File: src/hw/rtl/ffba_pkg.sv
package ffba_pkg;

  localparam int PoolCells = 256;
  localparam int MaxBlocks = 16;
  localparam int CellW = $clog2(PoolCells);
  localparam int CntW = CellW + 1;
  localparam int SlotW = $clog2(MaxBlocks);
  localparam int LenW = 9;
  localparam int AddrW = 32;

  typedef enum logic [1:0] {
    ACT_ALLOC  = 2'd0,
    ACT_FREE   = 2'd1,
    ACT_RESIZE = 2'd2,
    ACT_NONE   = 2'd3
  } action_t;

  typedef enum logic [1:0] {
    ST_OK      = 2'd0,
    ST_NOMEM   = 2'd1,
    ST_BADFREE = 2'd2,
    ST_FULL    = 2'd3
  } status_t;

  typedef enum logic [3:0] {
    S_IDLE,
    S_LOOKUP,
    S_DECIDE,
    S_GROW_RD,
    S_GROW_CHK,
    S_SCAN_RD,
    S_SCAN_CHK,
    S_MARK,
    S_CLEAR,
    S_DONE
  } fsm_t;

endpackage

File: src/hw/rtl/first_fit_bitmap_allocator.sv
// Channel   Direction  Handshake            Payload
// in_       input      start high, busy low in_action, in_block_address, in_length
// out_      output     out_valid one cycle  out_status, out_result_address, out_moved
// cfg_      input      cfg_we               cfg_base_address
// After reset the occupancy bitmap is cleared one cell a cycle, all 256 cells, with busy high.
// Allocate goes straight to the decision; free and resize first check the 16 table slots.
// The bitmap scan spends a read state and a check state on each cell, as the occupancy RAM
// output is registered, and marking or clearing takes one cycle a cell.
// Busy falls in the cycle in which out_valid is high. The receiver cannot stall.
module first_fit_bitmap_allocator
  import ffba_pkg::*;
(
  input  logic                    clk,
  input  logic                    rst_n,
  input  logic                    start,
  output logic                    busy,
  input  logic [1:0]              in_action,
  input  logic [ffba_pkg::AddrW-1:0] in_block_address,
  input  logic [ffba_pkg::LenW-1:0]  in_length,
  input  logic                    cfg_we,
  input  logic [ffba_pkg::AddrW-1:0] cfg_base_address,
  output logic                    out_valid,
  output logic [1:0]              out_status,
  output logic [ffba_pkg::AddrW-1:0] out_result_address,
  output logic                    out_moved
);

  fsm_t state_r, state_nxt;
  logic [AddrW-1:0] base_r;
  logic [1:0] act_r;
  logic [AddrW-1:0] addr_r;
  logic [LenW-1:0] len_r;
  logic [MaxBlocks-1:0] bval_r, bval_nxt;
  logic [CellW-1:0] bstart_r [MaxBlocks];
  logic [LenW-1:0] blen_r [MaxBlocks];
  logic [SlotW:0] sidx_r, sidx_nxt;
  logic hit_r, hit_nxt;
  logic [SlotW-1:0] hslot_r, hslot_nxt;
  logic [CntW-1:0] cell_r, cell_nxt;
  logic [CntW-1:0] end_r, end_nxt;
  logic [CntW-1:0] run_r, run_nxt;
  logic [CntW-1:0] first_r, first_nxt;
  logic [CntW-1:0] need_r, need_nxt;
  logic mark_val_r, mark_val_nxt;
  logic drop_old_r, drop_old_nxt;
  logic [1:0] st_r, st_nxt;
  logic [AddrW-1:0] res_r, res_nxt;
  logic mv_r, mv_nxt;
  logic vld_r;
  logic clr_done_r;

  logic ram_we, ram_wd, ram_rd;
  logic [CellW-1:0] ram_wa, ram_ra;

  logic [SlotW-1:0] free_slot;
  logic any_free;
  logic tab_we;
  logic [SlotW-1:0] tab_slot;
  logic [CellW-1:0] tab_start;
  logic [LenW-1:0] tab_len;

  ffba_ram #(.Width(1), .Depth(PoolCells)) u_occ (
    .clk(clk), .we(ram_we), .waddr(ram_wa), .wdata(ram_wd),
    .raddr(ram_ra), .rdata(ram_rd)
  );

  always_comb begin
    free_slot = '0;
    any_free = 1'b0;
    for (int i = MaxBlocks - 1; i >= 0; i--) begin
      if (!bval_r[i]) begin
        free_slot = SlotW'(i);
        any_free = 1'b1;
      end
    end
  end

  assign busy = (state_r != S_IDLE) || !clr_done_r;

  always_comb begin
    state_nxt = state_r;
    sidx_nxt = sidx_r;
    hit_nxt = hit_r;
    hslot_nxt = hslot_r;
    cell_nxt = cell_r;
    end_nxt = end_r;
    run_nxt = run_r;
    first_nxt = first_r;
    need_nxt = need_r;
    mark_val_nxt = mark_val_r;
    drop_old_nxt = drop_old_r;
    st_nxt = st_r;
    res_nxt = res_r;
    mv_nxt = mv_r;
    bval_nxt = bval_r;
    ram_we = 1'b0;
    ram_wa = cell_r[CellW-1:0];
    ram_wd = 1'b0;
    ram_ra = cell_r[CellW-1:0];
    tab_we = 1'b0;
    tab_slot = hslot_r;
    tab_start = bstart_r[hslot_r];
    tab_len = len_r;
    case (state_r)
      S_IDLE: begin
        if (!clr_done_r) begin
          ram_we = 1'b1;
          ram_wd = 1'b0;
          cell_nxt = cell_r + 1'b1;
        end else if (start) begin
          sidx_nxt = '0;
          hit_nxt = 1'b0;
          st_nxt = ST_OK;
          res_nxt = '0;
          mv_nxt = 1'b0;
          drop_old_nxt = 1'b0;
          if (in_action != ACT_NONE) begin
            state_nxt = (in_action == ACT_ALLOC) ? S_DECIDE : S_LOOKUP;
          end
        end
      end
      S_LOOKUP: begin
        if (bval_r[sidx_r[SlotW-1:0]] &&
            (base_r + AddrW'(bstart_r[sidx_r[SlotW-1:0]])) == addr_r && !hit_r) begin
          hit_nxt = 1'b1;
          hslot_nxt = sidx_r[SlotW-1:0];
        end
        sidx_nxt = sidx_r + 1'b1;
        if (sidx_r == (SlotW+1)'(MaxBlocks - 1)) begin
          state_nxt = S_DECIDE;
        end
      end
      S_DECIDE: begin
        state_nxt = S_DONE;
        if (act_r == ACT_FREE) begin
          if (!hit_r) begin
            st_nxt = ST_BADFREE;
          end else begin
            cell_nxt = CntW'(bstart_r[hslot_r]);
            end_nxt = CntW'(bstart_r[hslot_r]) + CntW'(blen_r[hslot_r]);
            bval_nxt[hslot_r] = 1'b0;
            mark_val_nxt = 1'b0;
            state_nxt = S_MARK;
          end
        end else if (act_r == ACT_RESIZE && hit_r) begin
          if (len_r == '0) begin
            st_nxt = ST_NOMEM;
          end else if (len_r == blen_r[hslot_r]) begin
            res_nxt = addr_r;
          end else if (len_r < blen_r[hslot_r]) begin
            res_nxt = addr_r;
            cell_nxt = CntW'(bstart_r[hslot_r]) + CntW'(len_r);
            end_nxt = CntW'(bstart_r[hslot_r]) + CntW'(blen_r[hslot_r]);
            mark_val_nxt = 1'b0;
            tab_we = 1'b1;
            state_nxt = S_MARK;
          end else begin
            cell_nxt = CntW'(bstart_r[hslot_r]) + CntW'(blen_r[hslot_r]);
            need_nxt = CntW'(len_r) - CntW'(blen_r[hslot_r]);
            run_nxt = '0;
            state_nxt = S_GROW_RD;
          end
        end else begin
          if (!any_free) begin
            st_nxt = ST_FULL;
          end else if (len_r == '0 || len_r > LenW'(PoolCells)) begin
            st_nxt = ST_NOMEM;
          end else begin
            cell_nxt = '0;
            run_nxt = '0;
            state_nxt = S_SCAN_RD;
          end
        end
      end
      S_GROW_RD: begin
        if (run_r == need_r) begin
          first_nxt = cell_r - need_r;
          cell_nxt = cell_r - need_r;
          end_nxt = cell_r;
          mark_val_nxt = 1'b1;
          res_nxt = addr_r;
          tab_we = 1'b1;
          state_nxt = S_MARK;
        end else if (cell_r >= CntW'(PoolCells)) begin
          drop_old_nxt = 1'b1;
          if (!any_free) begin
            st_nxt = ST_FULL;
            state_nxt = S_DONE;
          end else begin
            cell_nxt = '0;
            run_nxt = '0;
            state_nxt = S_SCAN_RD;
          end
        end else begin
          state_nxt = S_GROW_CHK;
        end
      end
      S_GROW_CHK: begin
        if (ram_rd) begin
          drop_old_nxt = 1'b1;
          if (!any_free) begin
            st_nxt = ST_FULL;
            state_nxt = S_DONE;
          end else begin
            cell_nxt = '0;
            run_nxt = '0;
            state_nxt = S_SCAN_RD;
          end
        end else begin
          run_nxt = run_r + 1'b1;
          cell_nxt = cell_r + 1'b1;
          state_nxt = S_GROW_RD;
        end
      end
      S_SCAN_RD: begin
        if (cell_r >= CntW'(PoolCells)) begin
          st_nxt = ST_NOMEM;
          state_nxt = S_DONE;
        end else begin
          state_nxt = S_SCAN_CHK;
        end
      end
      S_SCAN_CHK: begin
        cell_nxt = cell_r + 1'b1;
        state_nxt = S_SCAN_RD;
        if (ram_rd) begin
          run_nxt = '0;
        end else begin
          if (run_r == '0) begin
            first_nxt = cell_r;
          end
          run_nxt = run_r + 1'b1;
          if (run_r + 1'b1 == CntW'(len_r)) begin
            cell_nxt = (run_r == '0) ? cell_r : first_r;
            end_nxt = cell_r + 1'b1;
            mark_val_nxt = 1'b1;
            res_nxt = base_r + AddrW'((run_r == '0) ? cell_r : first_r);
            tab_we = 1'b1;
            tab_slot = free_slot;
            tab_start = CellW'((run_r == '0) ? cell_r : first_r);
            bval_nxt[free_slot] = 1'b1;
            mv_nxt = drop_old_r;
            state_nxt = S_MARK;
          end
        end
      end
      S_MARK: begin
        if (cell_r >= end_r) begin
          if (drop_old_r && mark_val_r) begin
            cell_nxt = CntW'(bstart_r[hslot_r]);
            end_nxt = CntW'(bstart_r[hslot_r]) + CntW'(blen_r[hslot_r]);
            bval_nxt[hslot_r] = 1'b0;
            state_nxt = S_CLEAR;
          end else begin
            state_nxt = S_DONE;
          end
        end else begin
          ram_we = 1'b1;
          ram_wd = mark_val_r;
          cell_nxt = cell_r + 1'b1;
        end
      end
      S_CLEAR: begin
        if (cell_r >= end_r) begin
          state_nxt = S_DONE;
        end else begin
          ram_we = 1'b1;
          ram_wd = 1'b0;
          cell_nxt = cell_r + 1'b1;
        end
      end
      S_DONE: begin
        if (st_r != ST_OK) begin
          res_nxt = '0;
        end
        state_nxt = S_IDLE;
      end
      default: state_nxt = S_IDLE;
    endcase
  end

  always_ff @(posedge clk) begin
    if (!rst_n) begin
      state_r <= S_IDLE;
      base_r <= '0;
      bval_r <= '0;
      vld_r <= 1'b0;
      clr_done_r <= 1'b0;
      cell_r <= '0;
    end else begin
      state_r <= state_nxt;
      bval_r <= bval_nxt;
      cell_r <= cell_nxt;
      vld_r <= (state_r == S_DONE);
      if (!clr_done_r && cell_r == CntW'(PoolCells - 1)) begin
        clr_done_r <= 1'b1;
      end
      if (cfg_we) begin
        base_r <= cfg_base_address;
      end
    end
  end

  always_ff @(posedge clk) begin
    if (state_r == S_IDLE && start && clr_done_r) begin
      act_r <= in_action;
      addr_r <= in_block_address;
      len_r <= in_length;
    end
    sidx_r <= sidx_nxt;
    hit_r <= hit_nxt;
    hslot_r <= hslot_nxt;
    end_r <= end_nxt;
    run_r <= run_nxt;
    first_r <= first_nxt;
    need_r <= need_nxt;
    mark_val_r <= mark_val_nxt;
    drop_old_r <= drop_old_nxt;
    st_r <= st_nxt;
    res_r <= res_nxt;
    mv_r <= mv_nxt;
    if (tab_we) begin
      bstart_r[tab_slot] <= tab_start;
      blen_r[tab_slot] <= tab_len;
    end
  end

  assign out_valid = vld_r;
  assign out_status = st_r;
  assign out_result_address = res_r;
  assign out_moved = mv_r;

`ifndef SYNTHESIS
  a_done_valid: assert property (@(posedge clk) disable iff (!rst_n)
    (state_r == S_DONE) |=> out_valid) else $error("result not strobed");
  a_nomove_err: assert property (@(posedge clk) disable iff (!rst_n)
    out_valid && out_status != ST_OK |-> !out_moved && out_result_address == '0)
    else $error("failed item reports data");
  a_busy_work: assert property (@(posedge clk) disable iff (!rst_n)
    (state_r != S_IDLE) |-> busy) else $error("busy low during work");
  a_mark_bound: assert property (@(posedge clk) disable iff (!rst_n)
    ram_we && clr_done_r |-> (state_r == S_MARK || state_r == S_CLEAR))
    else $error("stray bitmap write");
`endif

endmodule

File: src/hw/rtl/ffba_ram.sv
module ffba_ram #(
  parameter int Width = 1,
  parameter int Depth = 256
) (
  input  logic                     clk,
  input  logic                     we,
  input  logic [$clog2(Depth)-1:0] waddr,
  input  logic [Width-1:0]         wdata,
  input  logic [$clog2(Depth)-1:0] raddr,
  output logic [Width-1:0]         rdata
);

  logic [Width-1:0] mem [Depth];

  always_ff @(posedge clk) begin
    if (we) begin
      mem[waddr] <= wdata;
    end
    rdata <= mem[raddr];
  end

endmodule
File: config.mk
export PLATFORM = sky130hd
export DESIGN_NAME = first_fit_bitmap_allocator
export DESIGN_NICKNAME = d
export VERILOG_FILES = /design/src/hw/rtl/ffba_pkg.sv /design/src/hw/rtl/first_fit_bitmap_allocator.sv /design/src/hw/rtl/ffba_ram.sv
export SDC_FILE = /design/constraint.sdc
export NUM_CORES = 1
export LEC_CHECK = 0
export ABC_AREA = 1
export BUFFER_PORTS_ARGS = -buffer_cell sky130_fd_sc_hd__clkbuf_2
export CAP_MARGIN = 20
export CORE_ASPECT_RATIO = 0.5
export CORE_MARGIN = 2
export CORE_UTILIZATION = 42
export CTS_CLUSTER_DIAMETER = 150
export CTS_CLUSTER_SIZE = 20
export DETAILED_ROUTE_END_ITERATION = 8
export PLACE_DENSITY_LB_ADDON = 0.05
export SLEW_MARGIN = 20
export SYNTH_ARGS = -nofsm -noshare
export SYNTH_HDL_FRONTEND = slang
export SYNTH_SLANG_ARGS = --single-unit
File: constraint.sdc
create_clock -name clk -period 9.4 [get_ports clk]
set_input_delay 2.35 -clock clk [delete_from_list [all_inputs] [get_ports clk]]
set_output_delay 2.35 -clock clk [all_outputs]
set_load 0.05 [all_outputs]
==> summary.md <==
| Metric | Value |
|---|---|
| Hold path endpoint | state_r[3] |
| Sw power | 0.00136 W |
| Die width | 427 µm |
| Ant. Diodes | 0 |
| Port Buffer Count | 115 |
| Initial core utilization | 0.425 |
| Vias in the first global route | between 20000 and 30000 |
| Synth Area in Adders | 0.0261 |
| Die Area | 0.0921 mm² |
| Largest net degree at the start of global routing | around 260 |
| Number of cells on the worst hold path | 2 |
| Seq pwr share | 0.603 |
| Cell Int Power | about 0.0044 W |
| Synth Area in Compound Gates | 0.138 |
| Fraction of layout cells with a size suffix above 1 | 0.0735 |
| Global route overflow | 0 |
| CTS tree | built |
| RSZ-0062 raised after global routing | no |
| Util after Layout | 0.460 |
| Number of I/O pins | ~120 |
| Critical path class | reg -> reg |
| Max Fclk | 0.148 GHz |
| TNS Setup | 0 ns |
| Area Growth Syn to Fin | 8.15% |
| Clock Power Share | 0.342 |
| Power Density | 143 mW/mm² |
| Logic pwr share | 0.055 |
| Worst Setup End Kind | register |
| Distinct cells, synth | 57 |
| Post-Synth Simple-Gate Area | 0.187 |
| Switching share of total power | 0.234 |
| Most frequent cells in the layout | nand2_1, edfxtp_1, nor2_1 |
| Main combinational cell family by area after synthesis | simple AND/OR/NAND/NOR gates |
| Mapped Cells | about 4100 |
| TritonRoute pass-1 iters | 6 |
| Fillers | approximately 8700 |
| H-Tree Depth | 2 |
| Worst hold margin | 0.511 ns |
| Max cap viols | 0 |
| Register bit total from synthesis | 726 |
| Crit-path max FO | 51 |
| Final clock skew | between 0.04 and 0.05 ns |
| Worst skew pair latency | 0.63 ns |
| Row cnt | 77 |
| Xor/xnor cell area share of the yosys netlist | 0.0154 |
| Final Setup Violations | 0 |
| Avg Cell Area, Syn | 9.10 µm² |
| CTS resizes | 0 |
| Min Tclk post-route | between 6 and 7 ns |
| Drt drc | 0 |
| Initial antenna violation count | 1 |
| Worst EP required | between 9 and 10 ns |
| Slew HR | 0.158 |
| Worst Reg2Reg Path Length in Cells | 17 |
| Leakage power | between 10 and 15 nW |
| Worst-margin pin slew | between 1 and 1.5 ns |
| Num CTS Buffers | 42 |
| Via-per-instance ratio | about 5.6 |
| Initial DRC count | just under 3000 |
| Total number of vias | about 30000 |
| Drt wl/cell | 23.1 µm |
| Setup crit start kind | register |
| Post-Syn Area | ~0.038 mm² |
| Crit path DAT | ~7.0 ns |
| Post CTS Setup Buffer Count | 0 |
| Yosys warnings | 0 |
| Status | finished clean |
| ANT nets after route | 0 |
| WL final | ~120000 µm |
| Hold buffer count at CTS | 0 |
| Most common cell after layout, fill and taps aside | nand2_1 |
| Die span in y | 216 µm |
| Total GRT Usage | 0.263 |
| Hold WC Path Type | reg -> reg |
| Register area share after synthesis | 0.560 |
| Post-DP HPWL | 83900 µm |
| R2r setup slk | around 2.7 ns |
| Multi-input logic area | between 0.01 and 0.015 mm² |
| Syn_nets | roughly 4300 |
| Min-delay src | state_r[3] |
| FF+latch area | 0.0211 mm² |
| Final Hold Viols | 0 |
| CTS max path bufs | 3 |
| Fin nets | 4300 |
| Worst-path clk slew | around 0.09 ns |
| Worst VDD drop | 120 µV |
| Final period util | 0.718 |
| CTS sink count | about 730 |
| RePlAce Congestion | approximately 0.96 |
| RR Endpoint | blen_r[8][5] |
| Multiplexer share of the synthesized area | 0.00851 |
| Final Slew Violations | 0 |
| CTS root buf | clkbuf_16 |
| Core ar. | around 0.089 mm² |
| First-pass GRT wire length | 182000 µm |
## power by group through the flow
stage	clock [W]	combinational (W)	sequential [W]
6_report	0.00198	0.000319	0.00350
2_1_floorplan	0	0.000208	0.00356
3_3_place_gp	0	0.000315	0.00358
3_5_place_dp	0	0.000317	0.00358
5_1_grt	0.00213	0.000355	0.00350
4_1_cts	0.00203	0.000319	0.00350
## cell usage after synthesis, drive strengths merged
cell	n	area [µm²]
o21ai	436	2190
a31oi	6	37.5
nor3	40	225
a311oi	1	8.76
a211oi	3	22.5
edfxtp	654	19600
nand4	61	388
o21a	2	15.0
nor2	628	2400
o22ai	87	544
o32ai	4	35.0
nand2	690	2610
ha	69	863
xor2	53	464
xnor2	13	114
buf	47	229
and2	3	18.8
nand3	241	1270
clkinv	8	35.0
a2111oi	2	17.5
mux2i	32	320
fa	6	120
clkbuf	156	588
o21bai	6	45.0
nor4	8	50.1
a32o	6	60.1
a21oi	244	1220
a221oi	1	8.76
inv	420	1580
o221ai	18	158
nand3b	3	22.5
o2111ai	5	43.8
a21boi	2	15.0
dfxtp	72	1440
a22oi	6	45.0
a31o	1	8.76
o31ai	1	7.51
or2	5	31.3
a21o	3	22.5
o211ai	92	691
## flip-flops by register name, summed over array words and instances, names as in the netlist, 2 cells and up, named ones only
name / cells
base_r: 32
state_r: 4
sidx_r: 5
bstart_r: 128
out_status: 2
hslot_r: 4
end_r: 9
out_result_address: 32
act_r: 2
first_r: 9
bval_r: 16
run_r: 9
addr_r: 32
cell_r: 9
blen_r: 144
need_r: 9
len_r: 9
u_occ.mem: 256
## layer usage
layer / vias to the layer above / track usage / share of wire
met1: 14800 / 0.381 / 0.46
met2: 844 / 0.427 / 0.46
li1: 14300 / - / -
met4: 0 / 0.0599 / 0.022
met5: - / 0 / 0
met3: 145 / 0.0269 / 0.051
## critical path, stage by stage (launching register included)
cell	delay, ns
dfxtp_4	0.76
clkinv_1	1.00
o211ai_1	0.48
o211ai_1	0.21
nand2_1	0.18
inv_1	0.06
ha_1	0.35
a21oi_1	0.16
o21ai_0	0.12
nand2_1	0.07
nand3_1	0.52
inv_1	0.47
nand2_1	0.11
o21ai_0	0.44
nor2_1	0.12
nor2_1	0.22
nand2_1	0.18
nor2_2	0.87
## worst max path at each step
stage,slack [ns],end
after detailed placement,2.84,bstart_r[8][6]
after CTS,2.84,blen_r[8][5]
final,2.65,blen_r[8][5]
after floorplan,2.61,u_occ.mem[0]
after global placement,3.01,bstart_r[8][6]
after global routing,2.13,blen_r[8][5]
## logic make-up (layout without fill, tap and decap cells)
family	after synthesis	after routing
AND/OR/NAND/NOR	1679	1679
AO/OA/AOI/OAI	926	926
flip-flops	726	726
buffers and inverters	631	675
adder cells (fa/ha/maj)	75	75
XOR/XNOR	66	66
multiplexers	32	32
## stage by stage
step | area, µm² | total power (W) | cells | worst slack, ns
finish | 40700 | 0.00580 | 5364 | 2.65
global route | 40700 | 0.00598 | 5364 | 2.13
CTS | 40600 | 0.00585 | 5360 | 2.84
detailed placement | 39400 | 0.00389 | 5283 | 2.84
global placement | 39400 | 0.00389 | 5283 | 3.01
floorplan | 37600 | 0.00377 | 4135 | 2.61
## final cells by class
type / count / share of cell area
clock inverters: 2 / 0.000615
well taps: 1185 / 0.0364
inverters: 428 / 0.0397
multi-input cells: 2778 / 0.350
clock buffers: 75 / 0.0294
repair buffers: 170 / 0.0254
flip-flops and latches: 726 / 0.519
Note: power is estimated with default switching activity, not from simulation.
